**src/rtl/mbsp_pkg.sv**
```systemverilog
// Shared types and codes for the MIDI byte stream parser.
// No dependencies; used by mbsp_decode and midi_byte_stream_parser.
package mbsp_pkg;

  localparam int unsigned FilterWidth = 5;

  // Status byte groups (high nibble for channel messages, whole byte for system)
  localparam logic [7:0] GRP_NOTE_OFF  = 8'h80;
  localparam logic [7:0] GRP_NOTE_ON   = 8'h90;
  localparam logic [7:0] GRP_POLY_PRES = 8'ha0;
  localparam logic [7:0] GRP_CTRL      = 8'hb0;
  localparam logic [7:0] GRP_PROGRAM   = 8'hc0;
  localparam logic [7:0] GRP_CHAN_PRES = 8'hd0;
  localparam logic [7:0] GRP_PITCH     = 8'he0;
  localparam logic [7:0] GRP_SYS       = 8'hf0;
  localparam logic [7:0] SYS_EX_START  = 8'hf0;
  localparam logic [7:0] SYS_SONG_POS  = 8'hf2;
  localparam logic [7:0] SYS_SONG_SEL  = 8'hf3;
  localparam logic [7:0] SYS_TUNE      = 8'hf6;
  localparam logic [7:0] SYS_EX_END    = 8'hf7;
  localparam logic [7:0] RT_CLOCK      = 8'hf8;
  localparam logic [7:0] RT_START      = 8'hfa;
  localparam logic [7:0] RT_CONTINUE   = 8'hfb;
  localparam logic [7:0] RT_STOP       = 8'hfc;
  localparam logic [7:0] RT_SENSE      = 8'hfe;
  localparam logic [7:0] RT_RESET      = 8'hff;

  typedef enum logic [4:0] {
    KIND_NOTE_OFF  = 5'd0,
    KIND_NOTE_ON   = 5'd1,
    KIND_POLY_PRES = 5'd2,
    KIND_CTRL      = 5'd3,
    KIND_PROGRAM   = 5'd4,
    KIND_CHAN_PRES = 5'd5,
    KIND_PITCH     = 5'd6,
    KIND_SONG_POS  = 5'd7,
    KIND_SONG_SEL  = 5'd8,
    KIND_TUNE      = 5'd9,
    KIND_CLOCK     = 5'd10,
    KIND_START     = 5'd11,
    KIND_CONTINUE  = 5'd12,
    KIND_STOP      = 5'd13,
    KIND_SENSE     = 5'd14,
    KIND_RESET     = 5'd15,
    KIND_SYS_START = 5'd16,
    KIND_SYS_END   = 5'd17,
    KIND_SYS_BYTE  = 5'd18
  } kind_t;

  typedef struct packed {
    logic       in_sysex;
    logic [7:0] running_status;
    logic [1:0] bytes_needed;
    logic [1:0] bytes_received;
    logic [6:0] held_data;
  } parse_state_t;

  typedef struct packed {
    kind_t       event_kind;
    logic [4:0]  channel_number;
    logic [6:0]  first_value;
    logic [6:0]  second_value;
    logic [13:0] wide_value;
    logic [7:0]  raw_byte;
  } midi_event_t;

endpackage

```
**src/rtl/mbsp_decode.sv**
```systemverilog
// Combinational decode of one received byte against the parser state.
// Produces the next state and, when a message completes, the event.
// Depends on mbsp_pkg.
module mbsp_decode (
  input  logic [7:0]                       rx_byte,
  input  logic [mbsp_pkg::FilterWidth-1:0] channel_filter,
  input  mbsp_pkg::parse_state_t           state,
  output mbsp_pkg::parse_state_t           state_nxt,
  output logic                             emit,
  output mbsp_pkg::midi_event_t            evt
);
  import mbsp_pkg::*;

  logic [7:0] group;
  logic [7:0] rs_group;
  logic [4:0] chan;
  logic [1:0] rcv_inc;
  logic       pass;

  assign group    = (rx_byte < GRP_SYS) ? (rx_byte & 8'hf0) : rx_byte;
  assign rs_group = (state.running_status < GRP_SYS) ?
                    (state.running_status & 8'hf0) : state.running_status;
  assign chan     = {1'b0, state.running_status[3:0]} + 5'd1;
  assign rcv_inc  = state.bytes_received + 2'd1;
  assign pass     = (channel_filter == '0) || (chan == channel_filter) ||
                    (rs_group >= GRP_SYS);

  always_comb begin
    state_nxt = state;
    emit      = 1'b0;
    evt       = '0;
    priority if (state.in_sysex && rx_byte != SYS_EX_END) begin
      emit           = 1'b1;
      evt.event_kind = KIND_SYS_BYTE;
      evt.raw_byte   = rx_byte;
    end else if (rx_byte[7]) begin
      unique case (group)
        GRP_NOTE_OFF, GRP_NOTE_ON, GRP_POLY_PRES, GRP_CTRL, GRP_PITCH,
        SYS_SONG_POS: begin
          state_nxt.bytes_needed   = 2'd2;
          state_nxt.bytes_received = 2'd0;
          state_nxt.running_status = rx_byte;
        end
        GRP_PROGRAM, GRP_CHAN_PRES, SYS_SONG_SEL: begin
          state_nxt.bytes_needed   = 2'd1;
          state_nxt.bytes_received = 2'd0;
          state_nxt.running_status = rx_byte;
        end
        SYS_EX_START: begin
          state_nxt.in_sysex = 1'b1;
          emit               = 1'b1;
          evt.event_kind     = KIND_SYS_START;
        end
        SYS_EX_END: begin
          state_nxt.in_sysex = 1'b0;
          emit               = 1'b1;
          evt.event_kind     = KIND_SYS_END;
        end
        SYS_TUNE: begin
          emit = 1'b1; evt.event_kind = KIND_TUNE;
        end
        RT_CLOCK: begin
          emit = 1'b1; evt.event_kind = KIND_CLOCK;
        end
        RT_START: begin
          emit = 1'b1; evt.event_kind = KIND_START;
        end
        RT_CONTINUE: begin
          emit = 1'b1; evt.event_kind = KIND_CONTINUE;
        end
        RT_STOP: begin
          emit = 1'b1; evt.event_kind = KIND_STOP;
        end
        RT_SENSE: begin
          emit = 1'b1; evt.event_kind = KIND_SENSE;
        end
        RT_RESET: begin
          emit = 1'b1; evt.event_kind = KIND_RESET;
        end
        default: begin
          // unhandled status: drop, state untouched
        end
      endcase
    end else begin
      state_nxt.held_data = rx_byte[6:0];
      if (state.bytes_needed != 2'd0) begin
        state_nxt.bytes_received = rcv_inc;
        if (rcv_inc == state.bytes_needed) begin
          state_nxt.bytes_received = 2'd0;
          if (pass) begin
            emit               = 1'b1;
            evt.channel_number = chan;
            unique case (rs_group)
              GRP_NOTE_ON: begin
                evt.first_value = state.held_data;
                if (rx_byte[6:0] != 7'd0) begin
                  evt.event_kind   = KIND_NOTE_ON;
                  evt.second_value = rx_byte[6:0];
                end else begin
                  evt.event_kind   = KIND_NOTE_OFF;
                end
              end
              GRP_NOTE_OFF: begin
                evt.event_kind   = KIND_NOTE_OFF;
                evt.first_value  = state.held_data;
                evt.second_value = rx_byte[6:0];
              end
              GRP_POLY_PRES: begin
                evt.event_kind   = KIND_POLY_PRES;
                evt.first_value  = state.held_data;
                evt.second_value = rx_byte[6:0];
              end
              GRP_CTRL: begin
                evt.event_kind   = KIND_CTRL;
                evt.first_value  = state.held_data;
                evt.second_value = rx_byte[6:0];
              end
              GRP_PROGRAM: begin
                evt.event_kind  = KIND_PROGRAM;
                evt.first_value = rx_byte[6:0];
              end
              GRP_CHAN_PRES: begin
                evt.event_kind  = KIND_CHAN_PRES;
                evt.first_value = rx_byte[6:0];
              end
              GRP_PITCH: begin
                evt.event_kind = KIND_PITCH;
                evt.wide_value = {rx_byte[6:0], state.held_data};
              end
              SYS_SONG_POS: begin
                evt.event_kind     = KIND_SONG_POS;
                evt.channel_number = '0;
                evt.wide_value     = {rx_byte[6:0], state.held_data};
              end
              SYS_SONG_SEL: begin
                evt.event_kind     = KIND_SONG_SEL;
                evt.channel_number = '0;
                evt.first_value    = rx_byte[6:0];
              end
              default: begin
                emit = 1'b0;
                evt  = '0;
              end
            endcase
          end
        end
      end
    end
  end

endmodule

```
**src/rtl/midi_byte_stream_parser.sv**
```systemverilog
// MIDI byte stream parser with running status, channel filter and
// system-exclusive pass-through. One byte is accepted per clock while
// in_stall is low; each byte is held in the input register, where it is
// decoded against the parser state, and any resulting message is then
// registered in the output register, which drives out_valid.
// out_stall reaches in_stall through the input register's hold logic in the
// same cycle. channel_filter is written through cfg_ and is always ready.
// Depends on mbsp_pkg and mbsp_decode.
module midi_byte_stream_parser (
  input  logic                             clk,
  input  logic                             rst_n,
  input  logic                             in_valid,
  output logic                             in_stall,
  input  logic [7:0]                       in_rx_byte,
  input  logic                             cfg_valid,
  output logic                             cfg_ready,
  input  logic [mbsp_pkg::FilterWidth-1:0] cfg_channel_filter,
  output logic                             out_valid,
  input  logic                             out_stall,
  output logic [4:0]                       out_event_kind,
  output logic [4:0]                       out_channel_number,
  output logic [6:0]                       out_first_value,
  output logic [6:0]                       out_second_value,
  output logic [13:0]                      out_wide_value,
  output logic [7:0]                       out_raw_byte
);
  import mbsp_pkg::*;

  logic                   in_valid_r;
  logic [7:0]             in_byte_r;
  logic [FilterWidth-1:0] filter_r;
  parse_state_t           state_r;
  parse_state_t           state_nxt;
  logic                   out_valid_r;
  midi_event_t            out_evt_r;
  logic                   emit;
  midi_event_t            evt;
  logic                   out_free;
  logic                   process;

  assign out_free  = !out_valid_r || !out_stall;
  assign process   = in_valid_r && out_free;
  assign in_stall  = in_valid_r && !out_free;
  assign cfg_ready = 1'b1;

  mbsp_decode u_decode (
    .rx_byte        (in_byte_r),
    .channel_filter (filter_r),
    .state          (state_r),
    .state_nxt      (state_nxt),
    .emit           (emit),
    .evt            (evt)
  );

  always_ff @(posedge clk) begin
    if (!rst_n) begin
      in_valid_r  <= 1'b0;
      out_valid_r <= 1'b0;
      state_r     <= '0;
      filter_r    <= '0;
    end else begin
      if (cfg_valid && cfg_ready) begin
        filter_r <= cfg_channel_filter;
      end
      // input register: load on accept, empty once decoded
      if (!in_stall) begin
        in_valid_r <= in_valid;
      end
      if (process) begin
        state_r <= state_nxt;
      end
      if (out_free) begin
        out_valid_r <= process && emit;
      end
    end
  end

  always_ff @(posedge clk) begin
    if (!in_stall) begin
      in_byte_r <= in_rx_byte;
    end
    if (process && emit) begin
      out_evt_r <= evt;
    end
  end

  assign out_valid          = out_valid_r;
  assign out_event_kind     = out_evt_r.event_kind;
  assign out_channel_number = out_evt_r.channel_number;
  assign out_first_value    = out_evt_r.first_value;
  assign out_second_value   = out_evt_r.second_value;
  assign out_wide_value     = out_evt_r.wide_value;
  assign out_raw_byte       = out_evt_r.raw_byte;

endmodule
```
**config.mk**
```make
export PLATFORM = sky130hd
export DESIGN_NAME = midi_byte_stream_parser
export DESIGN_NICKNAME = d
export VERILOG_FILES = /design/src/rtl/mbsp_pkg.sv /design/src/rtl/mbsp_decode.sv /design/src/rtl/midi_byte_stream_parser.sv
export SDC_FILE = /design/constraint.sdc
export NUM_CORES = 1
export LEC_CHECK = 0
export BUFFER_PORTS_ARGS = -buffer_cell sky130_fd_sc_hd__buf_4
export CORE_MARGIN = 5
export CORE_UTILIZATION = 35
export CTS_BUF_LIST = sky130_fd_sc_hd__clkbuf_2 sky130_fd_sc_hd__clkbuf_4 sky130_fd_sc_hd__clkbuf_8
export DETAILED_ROUTE_END_ITERATION = 10
export HOLD_SLACK_MARGIN = 0.02
export SYNTH_ARGS = -nofsm -noshare
export SYNTH_HDL_FRONTEND = slang
export SYNTH_HIERARCHICAL = 1
export SYNTH_SLANG_ARGS = --single-unit
export TNS_END_PERCENT = 50
```
**constraint.sdc**
```tcl
create_clock -name clk -period 4 [get_ports clk]
set_input_delay 1.2 -clock clk [delete_from_list [all_inputs] [get_ports clk]]
set_output_delay 1.2 -clock clk [all_outputs]
set_load 0.01 [all_outputs]
```
# Word-level counts from Yosys, hierarchy flattened
# Cells that the tools add are included.
[totals]
regBits = 81
in_bits = 18
output_inout_bits = 49
wordCells = 118
[classes]
add_sub_neg = 2
n_lt_le_gt_ge = 3
n_eq_ne = 31
mux = 28
bitwise_logic = 7
n_reduce_logical = 32
[ops]
columns = ["op", "count"]
rows = [
  ["8-bit equality test, second input constant", 27],
  ["46-bit 2-to-1 mux", 3],
  ["5-bit one-hot mux with 9 select lines", 1],
  ["5-bit one-hot mux with 8 select lines", 1],
  ["7-bit one-hot mux with 2 select lines", 2],
  ["12-bit one-hot mux with 2 select lines", 1],
  ["6-bit OR reduction", 3],
  ["9-bit OR reduction", 2],
  ["8-bit < comparator, second input constant", 2],
  ["8-bit 2-to-1 mux", 2],
  ["14-bit 2-to-1 mux", 1],
  ["4-bit AND reduction", 3],
  ["5-bit 2-to-1 mux", 2],
  ["3-bit OR reduction", 3],
  ["8-bit greater-or-equal comparator, second input constant", 1],
  ["1-bit 2-to-1 mux", 8],
  ["4-bit 2-to-1 mux", 2],
  ["8-bit != test, second input constant", 1],
  ["2-bit nonzero test", 4],
  ["7-bit 2-to-1 mux", 1],
  ["1-bit inverter", 7],
  ["7-bit nonzero test", 1],
  ["7-bit OR reduction", 1],
  ["2-bit 2-to-1 mux", 3],
  ["other kinds (14)", 21],
]

# Longest topological paths before layout
# Gate-level depths: netlist of the first run.
[logic_depth]
depth_word = 11
ltp_mapped = 9
mapped_depth_nobuf = 8

# Hierarchy
# The synthesis of the first run kept the hierarchy.
[modules_own_cells]
columns = ["mod", "n_inst", "cells_per_inst", "area_each_um2", "seq_area_each_um2"]
rows = [
  ["midi_byte_stream_parser", 1, 169, 2723.9, 2162.1],
  ["mbsp_decode", 1, 213, 1368.8, 0.0],
]

# Least setup slack after synthesis of the first run
# OpenSTA, ideal clock, no wires.
[synth_timing]
kind = "register to register"
startpoint = "register state_r[11] (netlist bit)"
endpoint = "register out_evt_r (netlist bit out_channel_number[0]), enable pin"
setup_time_ns = 0.465
t_arrival_ns = 3.892
required_time_ns = 3.535
slack_ns = -0.357
path_stages_with_launch = 9
n_path_buf = 0
period_less_slack_ns = 4.357
path_cell_list = "dfxtp_1 ha_1 xor2_1 nor3_2 a31oi_4 nor2_4 a221o_1 nand2_1 a21oi_1"
[synth_via]
elab_chain_cells = 11
word_cells_on_any_way = 24
classes_between = "add/sub (1); order compare (2); eq/ne (10); mux (7); reduce/logical (4)"
[synth_lines]
columns = ["item", "line_no", "text"]
rows = [
  ["start, declared", "midi_byte_stream_parser.sv:32", "parse_state_t state_r;"],
  ["start signal, assigned", "midi_byte_stream_parser.sv:70", "state_r <= state_nxt;"],
  ["8-bit < comparator", "mbsp_decode.sv:21", "assign rs_group = (state.running_status < GRP_SYS) ?"],
  ["4-bit 2-to-1 mux", "mbsp_decode.sv:21", ""],
  ["8-bit equality test", "mbsp_decode.sv:93", "unique case (rs_group)"],
  ["9-bit OR reduction (no source line)", "-", ""],
  ["1-bit 2-to-1 mux", "mbsp_decode.sv:93", ""],
  ["1-bit 2-to-1 mux (*)", "mbsp_decode.sv:90", "if (pass) begin"],
  ["1-bit 2-to-1 mux (*)", "mbsp_decode.sv:88", "if (rcv_inc == state.bytes_needed) begin"],
  ["1-bit 2-to-1 mux (*)", "mbsp_decode.sv:86", "if (state.bytes_needed != 2'd0) begin"],
  ["1-bit 2-to-1 mux (*)", "mbsp_decode.sv:36", "end else if (rx_byte[7]) begin"],
  ["1-bit 2-to-1 mux (*)", "mbsp_decode.sv:32", "priority if (state.in_sysex && rx_byte != SYS_EX_END) begin"],
  ["net emit", "midi_byte_stream_parser.sv:36", "logic emit;"],
  ["1-bit logical AND (*)", "midi_byte_stream_parser.sv:82", "if (process && emit) begin"],
  ["end signal, assigned", "midi_byte_stream_parser.sv:83", "out_evt_r <= evt;"],
  ["end, declared", "midi_byte_stream_parser.sv:35", "midi_event_t out_evt_r;"],
]
# The timed path passes the listed nets; every way through them passes the cells marked *.
# A chain may end at the register's enable or synchronous reset.

# Final worst setup path of the first run
[layout_timing]
startpoint = "input port out_stall"
endpoint = "output port in_stall"
[layout_via]
elab_chain_cells = 4
[layout_lines]
columns = ["item", "line_no", "text"]
rows = [
  ["start, declared", "midi_byte_stream_parser.sv:19", "input logic out_stall,"],
  ["1-bit zero test", "midi_byte_stream_parser.sv:41", "assign out_free = !out_valid_r || !out_stall;"],
  ["1-bit logical OR", "midi_byte_stream_parser.sv:41", ""],
  ["1-bit zero test", "midi_byte_stream_parser.sv:43", "assign in_stall = in_valid_r && !out_free;"],
  ["1-bit logical AND", "midi_byte_stream_parser.sv:43", ""],
  ["end, declared", "midi_byte_stream_parser.sv:13", "output logic in_stall,"],
]
# Every way passes these cells.

==> results of run 1 <==
[area by class of cell]
class,count,share of cell area
clock buffer,10,0.0285
clock inverter,6,0.0104
sequential,81,0.448
inverter,6,0.00467
tap,143,0.0371
timing repair buffer,70,0.109
multi-input combinational,262,0.362
[stage by stage]
step | hold WS, ps | util | setup WS (ps)
finish | 489 | 0.422 | 828
CTS | 489 | 0.422 | 819
global route | 513 | 0.422 | 751
floorplan | 431 | - | 677
detailed placement | 476 | 0.406 | 825
global placement | 468 | 0.406 | 873
[cell families after synthesis]
group           Yosys count  share of synthesized area
compound gates           52                     0.0877
fa+ha+maj                 1                    0.00306
flops                    81                      0.528
xor+xnor                  9                     0.0266
buf+inv                  39                     0.0477
mux                      33                     0.0829
other cells               1                   0.000916
simple gates            166                      0.223
[worst max-delay path by stage]
| stage | start | end | slack [ps] | cells past startpoint |
|---|---|---|---|---|
| floorplan | state_r[11] | out_channel_number[0] | 680 | 8 |
| CTS | out_stall | in_stall | 820 | 4 |
| global route | out_stall | in_stall | 750 | 4 |
| global placement | out_stall | in_stall | 870 | 4 |
| detailed placement | out_stall | in_stall | 820 | 4 |
| finish | out_stall | in_stall | 830 | 4 |
[flip-flops by register name, summed over array words and instances, names as in the netlist]
| register | count |
|---|---|
| filter_r | 5 |
| in_byte_r | 8 |
| in_valid_r | 1 |
| out_channel_number | 5 |
| out_event_kind | 5 |
| out_first_value | 7 |
| out_raw_byte | 8 |
| out_second_value | 7 |
| out_valid | 1 |
| out_wide_value | 14 |
| state_r | 20 |
[per-layer routing]
metal / global-route usage / vias up / part of all wire
li1: - / 1490 / -
met2: 0.210 / 76 / 0.47
met3: 0.0406 / 8 / 0.059
met5: 0 / - / 0
met4: 0.0459 / 0 / 0.013
met1: 0.163 / 1418 / 0.46
[cells in the mapped netlist, types with 2 or more instances]
library cell / count / area (sq um)
a211oi_1: 3 / 22.5
a21o_1: 3 / 22.5
a21oi_1: 11 / 55.1
a22oi_1: 7 / 52.6
a31oi_1: 3 / 18.8
and3_1: 8 / 50.1
and4_1: 17 / 149
buf_2: 5 / 25.0
buf_4: 3 / 22.5
buf_8: 2 / 30.0
clkbuf_1: 21 / 78.8
dfxtp_1: 27 / 541
edfxtp_1: 54 / 1620
inv_1: 6 / 22.5
mux2_2: 7 / 78.8
mux2i_1: 26 / 260
nand2_1: 74 / 278
nand2b_1: 3 / 18.8
nand3_1: 9 / 45.0
nand4_1: 4 / 25.0
nor2_1: 11 / 41.3
nor2b_1: 9 / 56.3
nor3_1: 3 / 15.0
nor3_2: 4 / 40.0
nor3b_1: 3 / 22.5
nor4b_1: 5 / 43.8
o21a_1: 2 / 15.0
o21ai_0: 11 / 55.1
o21ai_1: 2 / 10.0
or2_2: 2 / 12.5
or4_1: 4 / 30.0
xnor2_1: 3 / 26.3
xor2_1: 4 / 35.0
xor3_1: 2 / 47.6
[report_power, final]
group          internal [mW]  leakage [nW]  switching [mW]  total (mW)
sequential             0.901         0.635          0.0346       0.936
clock                  0.249        0.0895           0.320       0.568
combinational         0.0597         0.943          0.0667       0.126
[worst max-delay path, cell delays in order]
cell     delay [ps]
buf_4           120
nand3_1         320
inv_1           180
buf_4           140
==> run summary, run 1 <==
Total die area -> 0.0140 sq mm
Synth cell types -> 58
Max cap viols -> 0
Reg2Reg Setup Slack -> 1170 ps
Sequential area share after synthesis -> 0.528
Crit path launch type -> primary input
Finished Cell Area -> 0.00482 sq mm
Post-CTS setup buffers -> 0
Via count -> 2,992
Pre-antenna DRT Iters -> 4
FF+latch count, synth -> 81
Cell depth of the worst flop-to-flop path -> 9
Status -> complete, no violations
Clk sinks -> 81
DR vias/cell -> 5.18
Post-DP HPWL -> 6.15 mm
Clk Latency, worst-skew pair -> 360 ps
Slew margin rel. -> 0.378
Post-synth EDFFs -> 54
Reg clk slew, reported paths -> 80 ps
Yosys warns -> 6
CTS root buf -> clkbuf_8
Post-layout minimum cycle time -> 3170 ps
GPL Wtd Cong -> 0.822
Max-slew violations -> 0
Crit-path max FO -> 9
Cells after DPL -> 562
DR WL/cell -> 15.9 um
Antenna violations before repair -> 0
Layout cells sized above 1 -> 0.246
Layout area overhead -> 17.9%
CP Class -> in2out
Starting Density -> 0.358
Hold Path End -> state_r[5]
Number of setup violations in the final report -> 0
Unrepaired setup endpoints after global routing -> no
Pwr Total -> 1.63 mW
Post-route clock period utilization -> 0.793
Leak Pwr -> 1.67 nW
Clock Skew -> 12.5 ps
Crit. End Element -> output pin
Maximum clock rate -> 315 MHz
Post-DP Area -> 0.00464 sq mm
Syn Std Cell Area -> 0.00409 sq mm
H-tree depth -> 3
VDD IR max -> 0.000178 V
Syn Area/Cell -> 10.7 sq um
Row count -> 39
Worst Hold Depth -> 2
Storage element area -> 0.00216 sq mm
Post-CTS Hold Buffers -> 0
Post_cts resized -> 0
Routed Antenna Nets -> 0
ANT cells -> 0
Die Height -> 118 um
Commonest non-fill, non-tap cells in the layout -> nand2_1 (74), buf_4 (70), edfxtp_1 (54), dfxtp_1 (27), mux2i_1 (26)
Worst R2R Start -> state_r[11]
CTS tree -> yes
Largest net degree at the start of global routing -> 48
Critical Path AT -> 1970 ps
WL final -> 9.18 mm
Commonest non-fill, non-tap cell in the layout -> nand2_1
1st-iter DRT viols -> 157
Die W -> 118 um
Setup TNS -> 0 ps
Multi-input gate area -> 0.00175 sq mm
Primary FF master, synth -> edfxtp_1
Syn Inst Count -> 382
Vias in the first global route -> 2,939
First-pass GRT wire length -> 14.9 mm
I/O Buffers -> 65
Fin cells -> 578
Cell Pwr Density -> 338 mW/mm^2
Worst Hold Launch -> state_r[5]
CORE AREA -> 0.0114 sq mm
Grt total ovfl -> 0
Ys async rst share -> 0
FILL cells -> 1,097
CTS Buf Count -> 9
Reg2reg end -> out_first_value[6]
Worst min path class -> reg2reg
Final Hold Viols -> 0
Gr usage total -> 0.129
Clock buffer depth -> 2
Final nets -> 449
Drt drc -> 0
Worst Tran Pin Value -> 931 ps
CP required -> 2800 ps
Synthesized net count -> 401
Ports -> 67
Power figures use the tool's default switching activity.
==> run 2, diff against run 1 <==
==> constraint.sdc (replaced) <==
create_clock -name clk -period 2.9 [get_ports clk]
set_input_delay 0.87 -clock clk [delete_from_list [all_inputs] [get_ports clk]]
set_output_delay 0.87 -clock clk [all_outputs]
set_load 0.01 [all_outputs]
==> run summary, run 2 (synthesis results as in run 1) <==
Vias in the first global route -> 2,912 (-0.92%)
Grt total ovfl -> 0 (unchanged)
Largest register FFs -> 20 (unchanged)
Routed Antenna Nets -> 0 (unchanged)
Antenna violations before repair -> 0 (unchanged)
Clock Skew -> 7.88 ps (-4.58 ps)
Clk Latency, worst-skew pair -> 350 ps (about the same)
Post_cts resized -> 0 (unchanged)
Unrepaired setup endpoints after global routing -> no
Pwr Total -> 2.30 mW (+41%)
Post-route clock period utilization -> 0.879
Commonest non-fill, non-tap cell in the layout -> buf_4
DR vias/cell -> 5.18 (about the same)
Layout area overhead -> 19.5%
Die Height -> 118 um (unchanged)
CP required -> 2990 ps (+190 ps)
Top reg by flops -> state_r
Worst min path class -> reg2reg
Starting Density -> 0.358 (unchanged)
Gr usage total -> 0.132 (+0.00267)
ANT cells -> 0 (unchanged)
Row count -> 39 (unchanged)
CORE AREA -> 0.0114 sq mm (unchanged)
Drt drc -> 0 (unchanged)
Post-CTS Hold Buffers -> 0 (unchanged)
Final Hold Viols -> 0 (unchanged)
Final core area utilization -> 0.428 (+0.00603)
Ports -> 67 (unchanged)
Worst Hold Depth -> 2 (unchanged)
Total die area -> 0.0140 sq mm (unchanged)
Clk sinks -> 81 (unchanged)
Worst Tran Pin Value -> 1080 ps (+147 ps)
Slew margin rel. -> 0.278 (-0.0997)
Post-DP HPWL -> 6.38 mm (+3.8%)
Layout cells sized above 1 -> 0.256 (+0.0103)
1st-iter DRT viols -> 240 (+53%)
Post-CTS setup buffers -> 0 (unchanged)
Final nets -> 455 (+1.3%)
Post-layout minimum cycle time -> 2550 ps
Leak Pwr -> 1.71 nW (+2.4%)
Critical Path AT -> 2640 ps (+670 ps)
Via count -> 3,023 (+1.0%)
Crit-path max FO -> 46 (+37)
Crit. End Element -> register
Cell Pwr Density -> 470 mW/mm^2 (+39%)
DR WL/cell -> 16.0 um (+1.0%)
Status -> complete, no violations
Pre-antenna DRT Iters -> 4 (unchanged)
I/O Buffers -> 65 (unchanged)
Reg clk slew, reported paths -> 90 ps (about the same)
Maximum clock rate -> 392 MHz
H-tree depth -> 3 (unchanged)
VDD IR max -> 0.000190 V (+6.8%)
CTS Buf Count -> 9 (unchanged)
WL final -> 9.37 mm (+2.1%)
Hold WS -> 494 ps (+5.31 ps)
CTS tree -> yes
Crit path launch type -> register
CTS root buf -> clkbuf_8
GPL Wtd Cong -> 0.807 (-1.8%)
Clock buffer depth -> 2 (unchanged)
Finished Cell Area -> 0.00489 sq mm (+1.4%)
Setup TNS -> 0 ps (unchanged)
Largest net degree at the start of global routing -> 48 (unchanged)
CP Class -> reg2reg
Post-DP Area -> 0.00469 sq mm (+1.2%)
Number of setup violations in the final report -> 0 (unchanged)
Max-slew violations -> 0 (unchanged)
Die W -> 118 um (unchanged)
First-pass GRT wire length -> 15.2 mm (+1.9%)
Max cap viols -> 0 (unchanged)
Cell depth of the worst flop-to-flop path -> 9 (unchanged)
Commonest non-fill, non-tap cells in the layout -> buf_4 (75), nand2_1 (74), edfxtp_1 (54), dfxtp_1 (27), mux2i_1 (26)
==> run 2: area by class of cell <==
| cell class | count | area (sq um) |
|---|---|---|
| Clock buffer | 10 | 131 |
| Multi-Input combinational cell | 262 | 1750 |
| Clock inverter | 6 | 67.6 |
| Inverter | 6 | 22.5 |
| Tap cell | 143 | 179 |
| Fill cell | 1106 | 6530 |
| Sequential cell | 81 | 2160 |
| Timing Repair Buffer | 76 | 583 |
==> run 2: through the flow <==
step	setup WS, ps	std cells
final	352	584
after global routing	168	584
after CTS	361	584
after detailed placement	379	568
after global placement	426	568
after floorplan	46.2	382
==> run 2: report_power, final <==
part	internal [mW]	switching, mW
logic	0.0861	0.108
registers	1.24	0.0347
clock network	0.410	0.417
==> run 2: final timing paths <==
path,start,endpoint,slack (ps)
setup / recovery,state_r[11],out_channel_number[1],350
hold / removal,state_r[0],state_r[0],490
setup reg to reg,state_r[11],out_channel_number[1],350
hold reg to reg,state_r[0],state_r[0],490
==> run 2: layer usage <==
metal	global-route usage	part of all wire	vias to the layer above
li1	-	-	1494
met1	0.170	0.44	1425
met2	0.220	0.48	93
met3	0.0258	0.064	11
met4	0.0502	0.015	0
met5	0	0	-
==> run 2: critical path, cell delays in order, from the launching register on <==
cell and delay, ps:
dfxtp_1 480, ha_1 270, nand3_1 150, xor2_1 200
a31oi_4 360, nor2_4 70, a221o_1 350, nand2_1 130
a21oi_4 50, buf_12 190
==> run 3, diff against run 2 <==
--- a/config.mk
+++ b/config.mk
@@ -11,6 +11,8 @@
 export CTS_BUF_LIST = sky130_fd_sc_hd__clkbuf_2 sky130_fd_sc_hd__clkbuf_4 sky130_fd_sc_hd__clkbuf_8
 export DETAILED_ROUTE_END_ITERATION = 10
 export HOLD_SLACK_MARGIN = 0.02
+export REMOVE_ABC_BUFFERS = 1
+export SLEW_MARGIN = 40
 export SYNTH_ARGS = -nofsm -noshare
 export SYNTH_HDL_FRONTEND = slang
 export SYNTH_HIERARCHICAL = 1
==> run summary, run 3 (synthesis results as in run 1) <==
CP required -> 2930 ps (-60 ps)
CORE AREA -> 0.0114 sq mm (unchanged)
Slew margin rel. -> 0.586 (+0.308)
Post-DP Area -> 0.00470 sq mm (+0.19%)
DR vias/cell -> 5.12 (-1.1%)
Clk Latency, worst-skew pair -> 350 ps (about the same)
I/O Buffers -> 65 (unchanged)
Clock Skew -> 10.3 ps (+2.46 ps)
Largest net degree at the start of global routing -> 48 (unchanged)
Cell Pwr Density -> 469 mW/mm^2 (about the same)
1st-iter DRT viols -> 184 (-23%)
Cell family with most CP delay -> compound AO/OA/AOI/OAI gates
Routed Antenna Nets -> 0 (unchanged)
Unrepaired setup endpoints after global routing -> no
Worst R2R Start -> state_r[11]
Critical Path, Cell by Cell -> ha_1 -> xor3_1 -> nor3_2 -> a31oi_4 -> nor2_4 -> a221o_1 -> nand2_1 -> a21oi_4 -> buf_12
WL final -> 9.24 mm (-1.4%)
Worst min path class -> reg2reg
Gr usage total -> 0.132 (about the same)
Clock buffer depth -> 2 (unchanged)
Critical Path AT -> 2640 ps (about the same)
Clk sinks -> 81 (unchanged)
Maximum clock rate -> 384 MHz (-2.2%)
Largest register FFs -> 20 (unchanged)
First-pass GRT wire length -> 15.0 mm (-1.0%)
Crit-path max FO -> 46 (unchanged)
Crit path to -> out_second_value[3]
CTS root buf -> clkbuf_8
Reg clk slew, reported paths -> 70 ps (-20 ps)
H-tree depth -> 3 (unchanged)
CTS tree -> yes
Via count -> 2,991 (-1.1%)
Commonest non-fill, non-tap cells in the layout -> buf_4 (75), nand2_1 (74), edfxtp_1 (54), dfxtp_1 (27), mux2i_1 (26)
CP max stage cell -> dfxtp_1
Post_cts resized -> 0 (unchanged)
Crit. path cell count -> 9 (unchanged)
Starting Density -> 0.358 (unchanged)
Cells after DPL -> 568 (unchanged)
Finished Cell Area -> 0.00490 sq mm (+0.26%)
ANT cells -> 0 (unchanged)
Critical Path Start -> state_r[11]
Post-DP HPWL -> 6.30 mm (-1.4%)
Number of setup violations in the final report -> 0 (unchanged)
Post-CTS Hold Buffers -> 0 (unchanged)
Final nets -> 455 (unchanged)
Hold WS -> 487 ps (-7.67 ps)
Drt drc -> 0 (unchanged)
Post-route clock period utilization -> 0.899 (+0.0201)
DR WL/cell -> 15.8 um (-1.4%)
Vias in the first global route -> 2,994 (+2.8%)
Max cap viols -> 0 (unchanged)
Antenna violations before repair -> 0 (unchanged)
Commonest non-fill, non-tap cell in the layout -> buf_4
Reg2Reg Setup Slack -> 290 ps (-60 ps)
Setup TNS -> 0 ps (unchanged)
Fin cells -> 584 (unchanged)
Cell depth of the worst flop-to-flop path -> 9 (unchanged)
Post-layout minimum cycle time -> 2610 ps (+58.2 ps)
Total die area -> 0.0140 sq mm (unchanged)
Die Height -> 118 um (unchanged)
Crit path launch type -> register
Layout cells sized above 1 -> 0.261 (+0.00454)
Worst Hold Launch -> state_r[0]
Final Hold Viols -> 0 (unchanged)
Worst Tran Pin Value -> 618 ps (-459 ps)
CP Class -> reg2reg
Die W -> 118 um (unchanged)
Ports -> 67 (unchanged)
CP peak stage delay -> 480 ps (about the same)
Reg2reg end -> out_second_value[3]
Top reg by flops -> state_r
GPL Wtd Cong -> 0.813 (+0.69%)
CP Buf/Inv Count -> 1 (unchanged)
VDD IR max -> 0.000165 V (-13%)
Leak Pwr -> 1.72 nW (+0.50%)
FILL cells -> 1,100 (-0.54%)
Grt total ovfl -> 0 (unchanged)
Row count -> 39 (unchanged)
Status -> complete, no violations
Max-slew violations -> 0 (unchanged)
Crit. End Element -> register
CTS Buf Count -> 9 (unchanged)
Layout area overhead -> 19.8%
Post-CTS setup buffers -> 0 (unchanged)
Pre-antenna DRT Iters -> 5 (+1)
run 3: changes by cell type in the layout (fill, tap and decap cells not counted):
cell / before / now
clkinv_4: 1 / 0
clkinvlp_4: 2 / 1
clkbuf_4: 1 / 3
a31oi_1: 3 / 2
nor2b_1: 9 / 8
inv_6: 1 / 0
a31oi_2: 0 / 1
nor2b_2: 0 / 1
clkbuf_8: 9 / 10
run 3: layout make-up:
type | instances | area (sq um) | share of cell area
clock buffers | 13 | 160 | 0.0327
clock inverters | 3 | 42.5 | 0.00867
inverters | 6 | 22.5 | 0.00459
multi-input cells | 262 | 1760 | 0.358
flip-flops and latches | 81 | 2160 | 0.441
well taps | 143 | 179 | 0.0365
repair buffers | 76 | 583 | 0.119
run 3: worst min path at each step:
stage / endpoint / slack, ps / cells after the start
floorplan: state_r[0] / 460 / 2
finish: state_r[0] / 490 / 2
global placement: state_r[4] / 470 / 2
CTS: state_r[1] / 490 / 2
global route: state_r[0] / 510 / 2
detailed placement: state_r[1] / 480 / 2
run 3: power breakdown:
| group | internal [mW] | total [mW] | switching (mW) | leakage [nW] |
|---|---|---|---|---|
| combinational | 0.0864 | 0.192 | 0.106 | 0.977 |
| clock | 0.449 | 0.831 | 0.382 | 0.104 |
| sequential | 1.24 | 1.28 | 0.0360 | 0.635 |
| total | 1.78 | 2.30 | 0.523 | 1.72 |
run 3: worst register-to-register path: stages (launching register included):
cell     delay [ps]
dfxtp_1         480
ha_1            270
xor3_1          250
nor3_2          200
a31oi_4         200
nor2_4          180
a221o_1         170
nand2_1         100
a21oi_4         160
buf_12          260
run 3: layer usage:
metal | global-route usage | up-vias | share of wire
met5 | 0 | - | 0
li1 | - | 1493 | -
met1 | 0.158 | 1394 | 0.44
met4 | 0.0638 | 0 | 0.022
met2 | 0.221 | 83 | 0.48
met3 | 0.0334 | 21 | 0.057
run 3: metrics by stage:
stage | worst slack, ps | utilization | power, mW
5_1_grt | 106 | 0.430 | 2.40
4_1_cts | 280 | 0.430 | 2.33
6_report | 294 | 0.430 | 2.30
3_5_place_dp | 320 | 0.412 | 1.50
3_3_place_gp | 425 | 0.411 | 1.49
2_1_floorplan | -1540 | - | 1.41
